**config.mk**
```make
export PLATFORM = sky130hd
export DESIGN_NAME = haptic_effect_sequencer
export DESIGN_NICKNAME = d
export VERILOG_FILES = /design/src/sv/hes_pkg.sv /design/src/sv/hes_ram.sv /design/src/sv/hes_queue.sv /design/src/sv/hes_core.sv /design/src/sv/haptic_effect_sequencer.sv
export VERILOG_INCLUDE_DIRS = /design/src /design/src/sv
export SDC_FILE = /design/constraint.sdc
export NUM_CORES = 1
export LEC_CHECK = 0
export BUFFER_PORTS_ARGS = -buffer_cell sky130_fd_sc_hd__buf_2
export CORE_MARGIN = 2
export CORE_UTILIZATION = 55
export DETAILED_ROUTE_END_ITERATION = 6
export GPL_ROUTABILITY_DRIVEN = 1
export PLACE_DENSITY_LB_ADDON = 0.12
export SKIP_CTS_REPAIR_TIMING = 1
export SLEW_MARGIN = 10
export SYNTH_ARGS = -nofsm -noshare
export SYNTH_HDL_FRONTEND = slang
export SYNTH_SLANG_ARGS = --single-unit
```
**constraint.sdc**
```tcl
create_clock -name clk -period 5.8 [get_ports clk]
set_clock_uncertainty 0.1 [all_clocks]
set_input_delay 0.87 -clock clk [delete_from_list [all_inputs] [get_ports clk]]
set_output_delay 0.87 -clock clk [all_outputs]
set_load 0.01 [all_outputs]
```
**src/sv/haptic_effect_sequencer_defines.svh**
```systemverilog
// assertion macros shared by the haptic effect sequencer modules
// expects clk and arst_n in the scope of each use
`ifndef HAPTIC_EFFECT_SEQUENCER_DEFINES_SVH
`define HAPTIC_EFFECT_SEQUENCER_DEFINES_SVH
`ifndef ASSERT_OFF
`define HES_ASSERT(lbl, prop, msg) \
	lbl: assert property (@(posedge clk) disable iff (!arst_n) (prop)) else $error(msg);
`define HES_ASSERT_IMPL(lbl, ante, cons, msg) \
	lbl: assert property (@(posedge clk) disable iff (!arst_n) (ante) |-> (cons)) else $error(msg);
`else
`define HES_ASSERT(lbl, prop, msg)
`define HES_ASSERT_IMPL(lbl, ante, cons, msg)
`endif
`endif

```
**src/sv/hes_pkg.sv**
```systemverilog
// shared types, codes and effect tables of the haptic effect sequencer
// no dependencies
package hes_pkg;

	localparam int FIFO_SLOTS_DEF  = 8;
	localparam int EFFECT_COUNT    = 6;
	localparam int PADDR_W         = 3;
	localparam int PDATA_W         = 32;

	// register index, taken from the word address bit
	localparam logic REG_POLARITY = 1'b0;

	typedef enum logic [2:0] {
		CMD_TICK   = 3'd0,
		CMD_PLAY   = 3'd1,
		CMD_PULSE  = 3'd2,
		CMD_CLEAR  = 3'd3,
		CMD_ENABLE = 3'd4
	} cmd_t;

	typedef enum logic [2:0] {
		EFF_TICK    = 3'd0,
		EFF_CLICK   = 3'd1,
		EFF_DOUBLE  = 3'd2,
		EFF_CONFIRM = 3'd3,
		EFF_ALERT   = 3'd4,
		EFF_HEAVY   = 3'd5
	} effect_t;

	typedef struct packed {
		logic        is_pulse;
		logic [2:0]  effect;
		logic [15:0] len_ms;
	} entry_t;

	localparam int ENTRY_W = $bits(entry_t);

	typedef struct packed {
		logic push;
		logic pop;
		logic clear;
	} q_ctl_t;

	typedef struct packed {
		logic        accepted;
		logic        motor_pin;
		logic        motor_on;
		logic        busy;
		logic [3:0]  pending;
		logic [31:0] dropped;
	} res_t;

	function automatic logic [15:0] effect_seg_ms(logic [2:0] eff, logic [1:0] idx);
		logic [15:0] ms;
		ms = 16'd0;
		unique case (effect_t'(eff))
			EFF_TICK:    ms = (idx == 2'd0) ? 16'd55 : 16'd0;
			EFF_CLICK:   ms = (idx == 2'd0) ? 16'd64 : 16'd0;
			EFF_DOUBLE:  ms = (idx == 2'd0) ? 16'd36 : (idx == 2'd1) ? 16'd48 :
				(idx == 2'd2) ? 16'd36 : 16'd0;
			EFF_CONFIRM: ms = (idx == 2'd0) ? 16'd30 : (idx == 2'd1) ? 16'd35 :
				(idx == 2'd2) ? 16'd76 : 16'd0;
			EFF_ALERT:   ms = (idx == 2'd0) ? 16'd110 : (idx == 2'd1) ? 16'd65 :
				(idx == 2'd2) ? 16'd110 : 16'd0;
			EFF_HEAVY:   ms = (idx == 2'd0) ? 16'd174 : 16'd0;
			default:     ms = 16'd0;
		endcase
		return ms;
	endfunction

	function automatic logic [1:0] effect_seg_count(logic [2:0] eff);
		logic [1:0] n;
		n = 2'd0;
		unique case (effect_t'(eff))
			EFF_TICK, EFF_CLICK, EFF_HEAVY:     n = 2'd1;
			EFF_DOUBLE, EFF_CONFIRM, EFF_ALERT: n = 2'd3;
			default:                            n = 2'd0;
		endcase
		return n;
	endfunction

	function automatic logic [15:0] entry_seg_ms(entry_t e, logic [1:0] idx);
		return e.is_pulse ? e.len_ms : effect_seg_ms(e.effect, idx);
	endfunction

	function automatic logic entry_has_next(entry_t e, logic [1:0] idx);
		return !e.is_pulse &&
			(({1'b0, idx} + 3'd1) < {1'b0, effect_seg_count(e.effect)});
	endfunction

endpackage

```
**src/sv/hes_ram.sv**
```systemverilog
// generic simple dual-port ram, one write and one registered read per cycle
// no dependencies
module hes_ram #(
	parameter int WIDTH = 8,
	parameter int DEPTH = 8,
	localparam int AW = (DEPTH > 1) ? $clog2(DEPTH) : 1
) (
	input  logic             clk,
	input  logic             we,
	input  logic [AW-1:0]    waddr,
	input  logic [WIDTH-1:0] wdata,
	input  logic [AW-1:0]    raddr,
	output logic [WIDTH-1:0] rdata
);

	logic [WIDTH-1:0] mem_q [DEPTH];

	always_ff @(posedge clk) begin
		if (we) begin
			mem_q[waddr] <= wdata;
		end
		rdata <= mem_q[raddr];
	end

endmodule

```
**src/sv/hes_queue.sv**
```systemverilog
// first-word-fall-through queue of playable entries on top of hes_ram
// depends on hes_pkg, hes_ram and haptic_effect_sequencer_defines.svh
`include "haptic_effect_sequencer_defines.svh"
module hes_queue #(
	parameter int DEPTH  = hes_pkg::FIFO_SLOTS_DEF,
	parameter int DATA_W = hes_pkg::ENTRY_W
) (
	input  logic              clk,
	input  logic              arst_n,
	input  hes_pkg::q_ctl_t   ctl,
	input  logic [DATA_W-1:0] push_data,
	output logic [DATA_W-1:0] head_data,
	output logic              nonempty
);
	import hes_pkg::*;

	localparam int CNT_W = $clog2(DEPTH + 1);
	localparam int PTR_W = (DEPTH > 1) ? $clog2(DEPTH) : 1;

	logic [PTR_W-1:0]  rd_q, wr_q, rd_d, wr_d;
	logic [CNT_W-1:0]  count_q, count_d;
	logic [DATA_W-1:0] rdata;
	logic [DATA_W-1:0] byp_s1;
	logic              hit_s1;

	function automatic logic [PTR_W-1:0] ptr_inc(logic [PTR_W-1:0] p);
		return (p == PTR_W'(DEPTH - 1)) ? '0 : p + PTR_W'(1);
	endfunction

	always_comb begin
		rd_d    = rd_q;
		wr_d    = wr_q;
		count_d = count_q;
		if (ctl.clear) begin
			rd_d    = '0;
			wr_d    = '0;
			count_d = '0;
		end else begin
			if (ctl.pop) begin
				rd_d    = ptr_inc(rd_q);
				count_d = count_q - CNT_W'(1);
			end
			if (ctl.push) begin
				wr_d    = ptr_inc(wr_q);
				count_d = count_q + CNT_W'(1);
			end
		end
	end

	always_ff @(posedge clk or negedge arst_n) begin
		if (!arst_n) begin
			rd_q    <= '0;
			wr_q    <= '0;
			count_q <= '0;
			hit_s1  <= 1'b0;
		end else begin
			rd_q    <= rd_d;
			wr_q    <= wr_d;
			count_q <= count_d;
			// a write landing on the address being read is forwarded
			hit_s1  <= ctl.push && (wr_q == rd_d);
		end
	end

	always_ff @(posedge clk) begin
		byp_s1 <= push_data;
	end

	hes_ram #(
		.WIDTH(DATA_W),
		.DEPTH(DEPTH)
	) u_ram (
		.clk   (clk),
		.we    (ctl.push),
		.waddr (wr_q),
		.wdata (push_data),
		.raddr (rd_d),
		.rdata (rdata)
	);

	assign head_data = hit_s1 ? byp_s1 : rdata;
	assign nonempty  = (count_q != '0);

	`HES_ASSERT_IMPL(a_pop_nonempty, ctl.pop, count_q != '0, "pop from empty queue")
	`HES_ASSERT_IMPL(a_push_room, ctl.push, count_q < CNT_W'(DEPTH), "push into full queue")
	`HES_ASSERT_IMPL(a_empty_ptrs, count_q == '0, rd_q == wr_q, "empty queue with split pointers")

endmodule

```
**src/sv/hes_core.sv**
```systemverilog
// command decode, pending bookkeeping and segment playback of the sequencer
// depends on hes_pkg and haptic_effect_sequencer_defines.svh
`include "haptic_effect_sequencer_defines.svh"
module hes_core #(
	parameter int FIFO_SLOTS = hes_pkg::FIFO_SLOTS_DEF,
	localparam int LVL_W = $clog2(FIFO_SLOTS + 1)
) (
	input  logic             clk,
	input  logic             arst_n,
	input  logic             fire,
	input  logic [2:0]       command,
	input  logic [2:0]       effect,
	input  logic [15:0]      pulse_length_ms,
	input  logic             enable_value,
	input  logic             pol_high,
	output hes_pkg::q_ctl_t  q_ctl,
	output hes_pkg::entry_t  push_entry,
	output logic [LVL_W-1:0] push_lead,
	input  logic             q_nonempty,
	input  hes_pkg::entry_t  head_entry,
	input  logic [LVL_W-1:0] head_lead,
	output hes_pkg::res_t    result
);
	import hes_pkg::*;

	localparam logic [1:0] OFF_SEG = 2'd1;

	logic             playing_q, playing_d;
	entry_t           cur_q, cur_d;
	logic [1:0]       seg_q, seg_d;
	logic [15:0]      rem_q, rem_d;
	logic             enabled_q, enabled_d;
	logic [31:0]      drop_q, drop_d;
	logic             motor_q, motor_d;
	logic [LVL_W-1:0] level_q, level_d;
	logic [LVL_W-1:0] tail_q, tail_d;
	logic             ok;
	q_ctl_t           ctl;

	always_comb begin
		logic [15:0] rem_dec;
		logic [1:0]  seg_nxt;
		entry_t      new_entry;
		logic        known;

		playing_d = playing_q;
		cur_d     = cur_q;
		seg_d     = seg_q;
		rem_d     = rem_q;
		enabled_d = enabled_q;
		drop_d    = drop_q;
		motor_d   = motor_q;
		level_d   = level_q;
		tail_d    = tail_q;
		ok        = 1'b1;
		ctl       = '0;
		rem_dec   = rem_q - 16'd1;
		seg_nxt   = seg_q + 2'd1;

		new_entry = '0;
		if (command == CMD_PULSE) begin
			new_entry.is_pulse = 1'b1;
			new_entry.len_ms   = pulse_length_ms;
		end else begin
			new_entry.effect   = effect;
		end
		// unknown effect codes end the moment they start
		known = (command == CMD_PULSE) || (effect < 3'(EFFECT_COUNT));

		unique case (cmd_t'(command))
			CMD_TICK: begin
				if (playing_q) begin
					if (rem_dec != 16'd0) begin
						rem_d = rem_dec;
					end else if (entry_has_next(cur_q, seg_q)) begin
						seg_d   = seg_nxt;
						rem_d   = entry_seg_ms(cur_q, seg_nxt);
						motor_d = (seg_nxt != OFF_SEG) && enabled_q;
					end else if (q_nonempty) begin
						// skip the dead entries ahead of the next playable one
						ctl.pop = 1'b1;
						cur_d   = head_entry;
						seg_d   = 2'd0;
						rem_d   = entry_seg_ms(head_entry, 2'd0);
						motor_d = enabled_q;
						level_d = level_q - head_lead - LVL_W'(1);
					end else begin
						playing_d = 1'b0;
						seg_d     = 2'd0;
						rem_d     = 16'd0;
						motor_d   = 1'b0;
						level_d   = '0;
						tail_d    = '0;
					end
				end
			end
			CMD_PLAY, CMD_PULSE: begin
				if (enabled_q) begin
					if ((command == CMD_PULSE) && (pulse_length_ms == 16'd0)) begin
						ok = 1'b0;
					end else if (level_q >= LVL_W'(FIFO_SLOTS)) begin
						ok     = 1'b0;
						drop_d = drop_q + 32'd1;
					end else if (!known) begin
						if (playing_q) begin
							level_d = level_q + LVL_W'(1);
							tail_d  = tail_q + LVL_W'(1);
						end
					end else if (playing_q) begin
						ctl.push = 1'b1;
						level_d  = level_q + LVL_W'(1);
						tail_d   = '0;
					end else begin
						playing_d = 1'b1;
						cur_d     = new_entry;
						seg_d     = 2'd0;
						rem_d     = entry_seg_ms(new_entry, 2'd0);
						motor_d   = 1'b1;
					end
				end
			end
			CMD_CLEAR: begin
				ctl.clear = 1'b1;
				level_d   = '0;
				tail_d    = '0;
			end
			CMD_ENABLE: begin
				enabled_d = enable_value;
				if (!enable_value) begin
					ctl.clear = 1'b1;
					level_d   = '0;
					tail_d    = '0;
					motor_d   = 1'b0;
				end
			end
			default: begin
			end
		endcase

		push_entry = new_entry;
		push_lead  = tail_q;
	end

	assign q_ctl = fire ? ctl : '0;

	always_ff @(posedge clk or negedge arst_n) begin
		if (!arst_n) begin
			playing_q <= 1'b0;
			cur_q     <= '0;
			seg_q     <= 2'd0;
			rem_q     <= 16'd0;
			enabled_q <= 1'b1;
			drop_q    <= 32'd0;
			motor_q   <= 1'b0;
			level_q   <= '0;
			tail_q    <= '0;
		end else if (fire) begin
			playing_q <= playing_d;
			cur_q     <= cur_d;
			seg_q     <= seg_d;
			rem_q     <= rem_d;
			enabled_q <= enabled_d;
			drop_q    <= drop_d;
			motor_q   <= motor_d;
			level_q   <= level_d;
			tail_q    <= tail_d;
		end
	end

	always_comb begin
		result.accepted  = ok;
		result.motor_pin = (motor_d == pol_high);
		result.motor_on  = motor_d;
		result.busy      = playing_d;
		result.pending   = 4'(level_d);
		result.dropped   = drop_d;
	end

	`HES_ASSERT_IMPL(a_idle_empty, !playing_q, level_q == '0, "pending entries while idle")
	`HES_ASSERT(a_tail_le_level, tail_q <= level_q, "dead tail exceeds pending level")
	`HES_ASSERT_IMPL(a_play_time, playing_q, rem_q != 16'd0, "playing with no time left")
	`HES_ASSERT_IMPL(a_motor_play, motor_q, playing_q, "motor on with nothing playing")

endmodule

```
**src/sv/haptic_effect_sequencer.sv**
```systemverilog
// top level of the haptic effect sequencer: config port, core, queue, result buffer
// depends on hes_pkg, hes_core and hes_queue
//
// Takes one request per clock while the skid slot is free: a millisecond tick,
// play effect, custom pulse, clear pending or set enable, and returns one
// result per request with the motor state after that request. The core
// updates its state at the accepting edge and the result lands in an output
// register, with a one-entry skid buffer so a new request is still taken while
// a result waits. Playable entries wait in a ram-based queue whose head is
// prefetched, so a finishing entry hands over to the next one in the same
// cycle. The polarity register (word address 0) sets the pin level for motor on.
module haptic_effect_sequencer #(
	parameter int FIFO_SLOTS = hes_pkg::FIFO_SLOTS_DEF
) (
	input  logic                        clk,
	input  logic                        arst_n,
	// request channel
	input  logic                        in_valid,
	output logic                        in_ready,
	input  logic [2:0]                  command,
	input  logic [2:0]                  effect,
	input  logic [15:0]                 pulse_length_ms,
	input  logic                        enable_value,
	// result channel
	output logic                        out_valid,
	input  logic                        out_ready,
	output logic                        accepted,
	output logic                        motor_pin,
	output logic                        motor_on,
	output logic                        busy_res,
	output logic [3:0]                  pending_count,
	output logic [31:0]                 dropped_count,
	// configuration port
	input  logic                        psel,
	input  logic                        penable,
	input  logic                        pwrite,
	input  logic [hes_pkg::PADDR_W-1:0] paddr,
	input  logic [hes_pkg::PDATA_W-1:0] pwdata,
	output logic [hes_pkg::PDATA_W-1:0] prdata,
	output logic                        pready
);
	import hes_pkg::*;

	localparam int LVL_W  = $clog2(FIFO_SLOTS + 1);
	localparam int DATA_W = LVL_W + ENTRY_W;

	logic              pol_high_q;
	logic              fire_in, fire_out;
	q_ctl_t            q_ctl;
	entry_t            push_entry, head_entry;
	logic [LVL_W-1:0]  push_lead, head_lead;
	logic              q_nonempty;
	logic [DATA_W-1:0] head_data;
	res_t              result;
	res_t              res_q, skid_q;
	logic              out_valid_q, skid_valid_q;

	// config register, written on the access phase of a write
	assign pready = 1'b1;
	always_ff @(posedge clk or negedge arst_n) begin
		if (!arst_n) begin
			pol_high_q <= 1'b1;
		end else if (psel && penable && pwrite && pready && (paddr[2] == REG_POLARITY)) begin
			pol_high_q <= pwdata[0];
		end
	end
	assign prdata = (paddr[2] == REG_POLARITY) ? {{(PDATA_W-1){1'b0}}, pol_high_q}
		: '0;

	// handshakes: ready only drops while the skid slot is taken
	assign in_ready = !skid_valid_q;
	assign fire_in  = in_valid && in_ready;
	assign fire_out = out_valid_q && out_ready;

	hes_core #(
		.FIFO_SLOTS(FIFO_SLOTS)
	) u_core (
		.clk             (clk),
		.arst_n          (arst_n),
		.fire            (fire_in),
		.command         (command),
		.effect          (effect),
		.pulse_length_ms (pulse_length_ms),
		.enable_value    (enable_value),
		.pol_high        (pol_high_q),
		.q_ctl           (q_ctl),
		.push_entry      (push_entry),
		.push_lead       (push_lead),
		.q_nonempty      (q_nonempty),
		.head_entry      (head_entry),
		.head_lead       (head_lead),
		.result          (result)
	);

	// each stored entry carries the count of dead entries queued ahead of it
	hes_queue #(
		.DEPTH  (FIFO_SLOTS),
		.DATA_W (DATA_W)
	) u_queue (
		.clk       (clk),
		.arst_n    (arst_n),
		.ctl       (q_ctl),
		.push_data ({push_lead, push_entry}),
		.head_data (head_data),
		.nonempty  (q_nonempty)
	);

	assign head_entry = entry_t'(head_data[ENTRY_W-1:0]);
	assign head_lead  = head_data[DATA_W-1:ENTRY_W];

	// result register plus skid slot
	always_ff @(posedge clk or negedge arst_n) begin
		if (!arst_n) begin
			out_valid_q  <= 1'b0;
			skid_valid_q <= 1'b0;
		end else if (skid_valid_q) begin
			if (fire_out) begin
				skid_valid_q <= 1'b0;
			end
		end else if (fire_in) begin
			if (out_valid_q && !out_ready) begin
				skid_valid_q <= 1'b1;
			end else begin
				out_valid_q  <= 1'b1;
			end
		end else if (fire_out) begin
			out_valid_q <= 1'b0;
		end
	end

	always_ff @(posedge clk) begin
		if (skid_valid_q) begin
			if (fire_out) begin
				res_q <= skid_q;
			end
		end else if (fire_in) begin
			if (out_valid_q && !out_ready) begin
				skid_q <= result;
			end else begin
				res_q  <= result;
			end
		end
	end

	assign out_valid     = out_valid_q;
	assign accepted      = res_q.accepted;
	assign motor_pin     = res_q.motor_pin;
	assign motor_on      = res_q.motor_on;
	assign busy_res      = res_q.busy;
	assign pending_count = res_q.pending;
	assign dropped_count = res_q.dropped;

endmodule
```
==> results of run 1 <==
==> flip-flops by register name, indices dropped and copies added (netlist names), 2 cells and up <==
signal and cells:
u_core.drop_q 32, u_queue.u_ram.mem_q 192, skid_q 40, u_queue.count_q 4, u_queue.rd_q 3, u_core.level_q 4
u_core.cur_q 4, u_core.push_lead 4, u_queue.wr_q 3, pending_count 4, dropped_count 32, u_queue.byp_s1 24
u_core.seg_q 2, u_queue.u_ram.rdata 24, u_core.rem_q 16
==> final cells by class <==
type                       instances  area, µm²
clock inverter                    12      151.4
fill                            2623      12890
tap                              448      560.5
multi-input combinational        964       6671
inverter                          31      116.4
timing repair buffer             103      603.1
clock buffer                      66       1181
sequential                       399      11110
==> cell families (layout without fill, tap and decap cells) <==
| group | after synthesis | count (layout) | synth area share, % |
|---|---|---|---|
| fa+ha+maj | 24 | 24 | 1.751 |
| xor+xnor | 82 | 82 | 3.936 |
| compound gates | 293 | 293 | 11.22 |
| other cells | 2 | 32 | 0.04073 |
| mux | 79 | 79 | 4.587 |
| flops | 399 | 399 | 60.25 |
| simple gates | 454 | 454 | 13.61 |
| buf+inv | 165 | 212 | 4.608 |
==> where the power goes <==
part           total (mW)  switching [mW]  internal [mW]
Combinational        1.41           0.866          0.548
Clock                2.60            1.06           1.54
Sequential           3.62           0.247           3.37
Total                7.63            2.17           5.45
==> per-layer routing <==
metal / routed length (µm) / GRT usage, % / part of all wire [%] / vias to the layer above
li1: - / - / - / 5668
met1: 19360 / 35.98 / 45 / 6027
met2: 19580 / 37.75 / 46 / 392
met3: 2675 / 3.527 / 6.3 / 66
met4: 1020 / 7.540 / 2.4 / 0
met5: 0 / 0 / 0 / -
==> synthesized netlist by cell type, drive strengths merged (10+ instances only) <==
| master | n | area, µm² |
|---|---|---|
| mux2i | 35 | 350.3 |
| a31oi | 19 | 118.9 |
| dfxtp | 48 | 960.9 |
| nand3 | 42 | 210.2 |
| dfrtp | 77 | 1927 |
| nand2 | 82 | 310.3 |
| nor2 | 78 | 292.8 |
| ha | 21 | 262.8 |
| and3 | 102 | 638.1 |
| inv | 31 | 116.4 |
| xor2 | 27 | 244.0 |
| o211ai | 11 | 87.58 |
| buf | 71 | 496.7 |
| edfxtp | 272 | 8168 |
| mux2 | 44 | 495.5 |
| a21oi | 50 | 254.0 |
| nor4 | 42 | 321.5 |
| a211oi | 99 | 788.3 |
| and2 | 19 | 118.9 |
| o21ai | 47 | 242.7 |
| xnor2 | 55 | 481.7 |
| nor3 | 21 | 115.1 |
| nand4 | 16 | 100.1 |
| nor2b | 10 | 62.56 |
| clkbuf | 63 | 236.5 |
==> stage by stage <==
stage / util, % / area, µm²
finish: 61.27 / 20390
global route: 61.27 / 20390
CTS: 61.27 / 20390
detailed placement: 57.27 / 19060
global placement: 57.27 / 19060
floorplan: - / 18550
==> final timing paths <==
check / cells past startpoint / to / from
max: 11 / u_queue.u_ram.rdata[19] / u_core.rem_q[0]
min: 1 / u_core.rem_q[9] / arst_n
max reg2reg: 11 / u_queue.u_ram.rdata[19] / u_core.rem_q[0]
min reg2reg: 1 / u_core.drop_q[22] / u_core.drop_q[22]
max in group asynchronous: 2 / u_core.drop_q[6] / arst_n
min in group clk: 1 / u_core.drop_q[22] / u_core.drop_q[22]
==> critical path, stage by stage, from the launching register on <==
cell,delay (ns)
dfrtp_1,0.53
inv_1,0.11
ha_1,0.31
nor3b_1,0.66
nand3_1,0.25
xnor2_1,0.25
or4b_4,0.74
o211ai_4,0.26
buf_4,0.73
and3_1,0.27
a211oi_1,0.06
nor4_1,0.35
==> key figures, run 1 <==
Status
  – Status: finished clean

Timing
  – Tightest Pin Transition: 1.160 ns
  – Crit path time final: 4.788 ns
  – Setup TNS: 0 ns
  – Worst slew margin: 21.94%
  – Setup-failing EPs final: 0
  – RSZ-0062 raised after global routing: false
  – Final setup margin: 1.012 ns
  – Min Hold Slack: 0.06476 ns
  – Max Slew Vio Count: 0
  – Fin. Hold Viols: 0
  – Final period util: 82.55%
  – Fmax: 0.2089 GHz

Setup path
  – R2R setup slack: 1.01 ns
  – Critical Path End Type: register
  – Worst-path fanout max: 92
  – CP arrival: 5.12 ns
  – Type of origin of the critical path: register
  – Data required, critical path: 6.13 ns
  – Kind of critical path: reg -> reg

Power
  – Max IR drop VDD: 210.1 µV
  – Leakage dissipation: 7.605 nW
  – Overall power: 7.628 mW
  – Pwr dens: 374.1 nW/µm²

Die
  – Die Ht: 187.1 µm
  – I/O pin cnt: 140
  – Core Area: 33280 µm²
  – Die area: 35000 µm²
  – Initial Util: 55.40%
  – Die Wd: 187.1 µm
  – Number of cell rows: 67

Place
  – Gpl congestion: 0.8599
  – Placed Instances: 1945
  – DP HPWL: 25610 µm
  – DP Worst Slack: 1.134 ns
  – IO buf count: 74

GRT
  – Initial antenna violation count: 1
  – Number of global-route vias before repair: 11690
  – Largest net degree at the start of global routing: 93
  – Gr usage total: 24.41%
  – Overflow after GRT: 0
  – First-pass GRT wire length: 66710 µm

Clocking
  – Clock root buffer: clkbuf_16
  – Cts bufs inserted: 42
  – Clk sink count: 399
  – Worst-Skew Late Latency: 0.55 ns
  – CTS tree: done
  – Clock slew at reported path FFs: 0.06 ns
  – # H-tree levels: 2
  – Clk buf depth: 3

Cells and area
  – Final cell count without fillers: 2023
  – Layout cell share with drive strength beyond 1: 16.44%
  – Commonest non-fill, non-tap cell in the layout: edfxtp_1
  – Area grow syn2layout: 10.60%
  – Most frequent cells in the layout: edfxtp_1, and3_1, a211oi_1, nand2_1, dfrtp_1
  – Diode count: 0
  – Nets@finish: 1630

Yosys
  – Synth cell types: 90
  – Fraction of registers with async set or reset after synthesis: 19.80%
  – Ys Warns: 0
  – Post-synth EDFFs: 272
  – Primary FF master, synth: edfxtp_1
  – Cells after synthesis: 1498
  – Syn Area/Cell: 12.31 µm²
  – Yosys reg bits: 399
  – Netlist Area Pre-Place: 18440 µm²
  – Seq/Total Area, Yosys: 60.25%

Detailed routing
  – Vias per Instance: 6.007
  – Initial DRC count: 1141
  – Residual DRC count: 0
  – DRT Wirelength: 42640 µm
  – DR WL/cell: 21.08 µm
  – Pre-antenna DRT Iters: 5
  – Via count: 12150
  – Remaining antenna violation count: 0

Hold path
  – Tightest Hold Check Type: in -> async

Flow run
  – Max cap viols: 0
Power figures use the tool's default switching activity.
==> run 2: changes to the inputs <==
--- a/config.mk
+++ b/config.mk
@@ -6,6 +6,7 @@
 export SDC_FILE = /design/constraint.sdc
 export NUM_CORES = 1
 export LEC_CHECK = 0
+export ABC_AREA = 1
 export BUFFER_PORTS_ARGS = -buffer_cell sky130_fd_sc_hd__buf_2
 export CORE_MARGIN = 2
 export CORE_UTILIZATION = 55
==> constraint.sdc (replaced) <==
create_clock -name clk -period 5 [get_ports clk]
set_clock_uncertainty 0.1 [all_clocks]
set_input_delay 0.75 -clock clk [delete_from_list [all_inputs] [get_ports clk]]
set_output_delay 0.75 -clock clk [all_outputs]
set_load 0.01 [all_outputs]
==> key figures, run 2 <==
Cells and area
  – Commonest non-fill, non-tap cell in the layout: nand2_1
  – Layout cell share with drive strength beyond 1: 9.534%
  – Top flop regs: u_queue.u_ram.mem_q: 192 flops, skid_q: 40 flops
  – Largest register by flop count: u_queue.u_ram.mem_q
  – Sequential Area: 11110 µm²
  – Max reg flops: 192
  – FILL cells: 2880
  – Diode count: 0
  – Multi-input gate area: 6446 µm²
  – Area grow syn2layout: 11.38%
  – Final cell count without fillers: 2689
  – Core Util, Final: 62.23%
  – Nets@finish: 2287
  – Most frequent cells in the layout: nand2_1, inv_1, edfxtp_1, nand3_1, nand4_1

Detailed routing
  – Pre-antenna DRT Iters: 5
  – Residual DRC count: 0
  – DR WL/cell: 17.22 µm
  – Remaining antenna violation count: 0
  – Via count: 14430
  – DRT Wirelength: 46310 µm
  – Vias per Instance: 5.365
  – Initial DRC count: 1123

Timing
  – Setup-failing EPs final: 0
  – Final period util: 84.08%
  – RSZ-0062 raised after global routing: false
  – Tightest Pin Transition: 1.159 ns
  – Fin. Hold Viols: 0
  – Fmax: 0.2379 GHz
  – Worst slew margin: 22.43%
  – Max Slew Vio Count: 0
  – Setup TNS: 0 ns
  – Crit path time final: 4.204 ns

Place
  – DP HPWL: 30180 µm
  – Placed Instances: 2607
  – IO buf count: 74
  – Gpl congestion: 0.9056

Clocking
  – Clk buf depth: 3
  – CTS tree: done
  – Clk sink count: 399
  – Clock root buffer: clkbuf_16
  – Cts bufs inserted: 44
  – Worst-Skew Late Latency: 0.57 ns
  – # H-tree levels: 2
  – Clock slew at reported path FFs: 0.06 ns

Setup path
  – Crit path buf inv count: 5
  – Data required, critical path: 5.37 ns
  – Slowest cell on the critical path: fa_1
  – Reg2Reg Depth: 19
  – Kind of critical path: reg -> reg
  – Critical Path End Type: register
  – Worst r2r dst: u_queue.u_ram.rdata[5]
  – Top delay family on crit path: simple AND/OR/NAND/NOR gates
  – Crit-path max cell delay: 0.48 ns
  – R2R setup slack: 0.80 ns
  – Crit-path cells: inv_1 > nor2_1 > inv_1 > o21ai_0 > fa_1 > nor2_1 > o21ai_1 > nand3_1 > inv_1 > nor2_2 > nand4_2 > nor2_1 > nor2_4 > inv_2 > buf_12 > nand3_1 > nand2_1 > nand2_1 > nand2_1
  – Type of origin of the critical path: register
  – Worst R2R Start: u_core.cur_q[18]
  – CP arrival: 4.58 ns
  – Worst-path fanout max: 27

Yosys
  – Cell with the most instances after synthesis: nand2_1
  – Netlist Area Pre-Place: 19300 µm²
  – Post-synth EDFFs: 272
  – Fraction of registers with async set or reset after synthesis: 19.80%
  – Area leader, netlist: edfxtp_1
  – Synth cell types: 51
  – Yosys reg bits: 399
  – Top post-synthesis cells by count: nand2_1, inv_1, edfxtp_1
  – Cells after synthesis: 2138
  – Seq/Total Area, Yosys: 57.56%
  – Syn Area/Cell: 9.027 µm²
  – Largest cells by area after synthesis: edfxtp_1, nand2_1, dfrtp_1
  – Primary FF master, synth: edfxtp_1
  – Ys Warns: 0
  – Yosys top cell area share: 42.32%

GRT
  – Initial antenna violation count: 0
  – Overflow after GRT: 0
  – First-pass GRT wire length: 73460 µm
  – Largest net degree at the start of global routing: 97
  – Gr usage total: 25.91%
  – Number of global-route vias before repair: 13630

Die
  – Initial Util: 55.87%
  – Die Ht: 191.3 µm
  – I/O pin cnt: 140
  – Die area: 36610 µm²
  – Core Area: 34540 µm²
  – Number of cell rows: 68
  – Die Wd: 191.3 µm

Power
  – Max IR drop VDD: 299.3 µV
  – Pwr dens: 316.1 nW/µm²
  – Leakage dissipation: 9.822 nW

Hold path
  – Tightest Hold Check Type: in -> async

Status
  – Status: finished clean

Flow run
  – Max cap viols: 0
run 2: worst max path at each step:
| stage | startpoint | endpoint | slack, ns | cells after the start |
|---|---|---|---|---|
| 4_1_cts | u_core.cur_q[18] | u_queue.u_ram.rdata[5] | 0.84 | 19 |
| 3_5_place_dp | u_core.cur_q[18] | u_queue.u_ram.rdata[5] | 0.88 | 19 |
| 6_report | u_core.cur_q[18] | u_queue.u_ram.rdata[5] | 0.80 | 19 |
| 5_1_grt | u_core.cur_q[18] | u_queue.u_ram.rdata[4] | 0.36 | 18 |
| 2_1_floorplan | command[0] | u_queue.u_ram.mem_q[2][0] | 0.60 | 9 |
| 3_3_place_gp | u_core.cur_q[18] | u_queue.u_ram.rdata[2] | 0.92 | 19 |
run 2: layout make-up:
class	instances	share of cell area, %
Clock inverter	22	1.112
Tap cell	455	2.648
Multi-Input combinational cell	1307	29.99
Sequential cell	399	51.67
Inverter	337	5.884
Timing Repair Buffer	109	3.248
Clock buffer	60	5.448
run 2: through the flow:
step / setup WS (ns) / cell area [µm²] / hold WS, ns / total power [mW]
after detailed placement: 0.8760 / 20090 / 0.3850 / 3.708
final: 0.7961 / 21500 / 0.05385 / 6.796
after floorplan: 0.6011 / 19410 / 0.3544 / 3.667
after global routing: 0.3642 / 21500 / 0.07265 / 6.997
after CTS: 0.8376 / 21500 / 0.05929 / 6.859
after global placement: 0.9200 / 20090 / 0.3825 / 3.706
run 2: kinds of logic after synthesis:
kind of cell,Yosys count,share of synthesized area [%]
adder cells (fa/ha/maj),24,1.673
buffers and inverters,462,9.977
XOR/XNOR,40,1.815
multiplexers,8,0.4149
flip-flops,399,57.56
other,2,0.03891
AO/OA/AOI/OAI,172,4.921
AND/OR/NAND/NOR,1031,23.60
run 2: routing by layer:
layer,up-vias,track usage [%],wire length [µm]
met5,-,0,0
met4,0,9.675,1171
met3,78,3.727,3119
met2,473,40.70,21310
met1,6784,36.71,20710
li1,7092,-,-
run 2: power breakdown:
part	switching [mW]	internal [mW]	total [mW]
registers	0.00213	3.52	3.52
clock network	1.29	1.86	3.15
logic	0.0978	0.0270	0.125
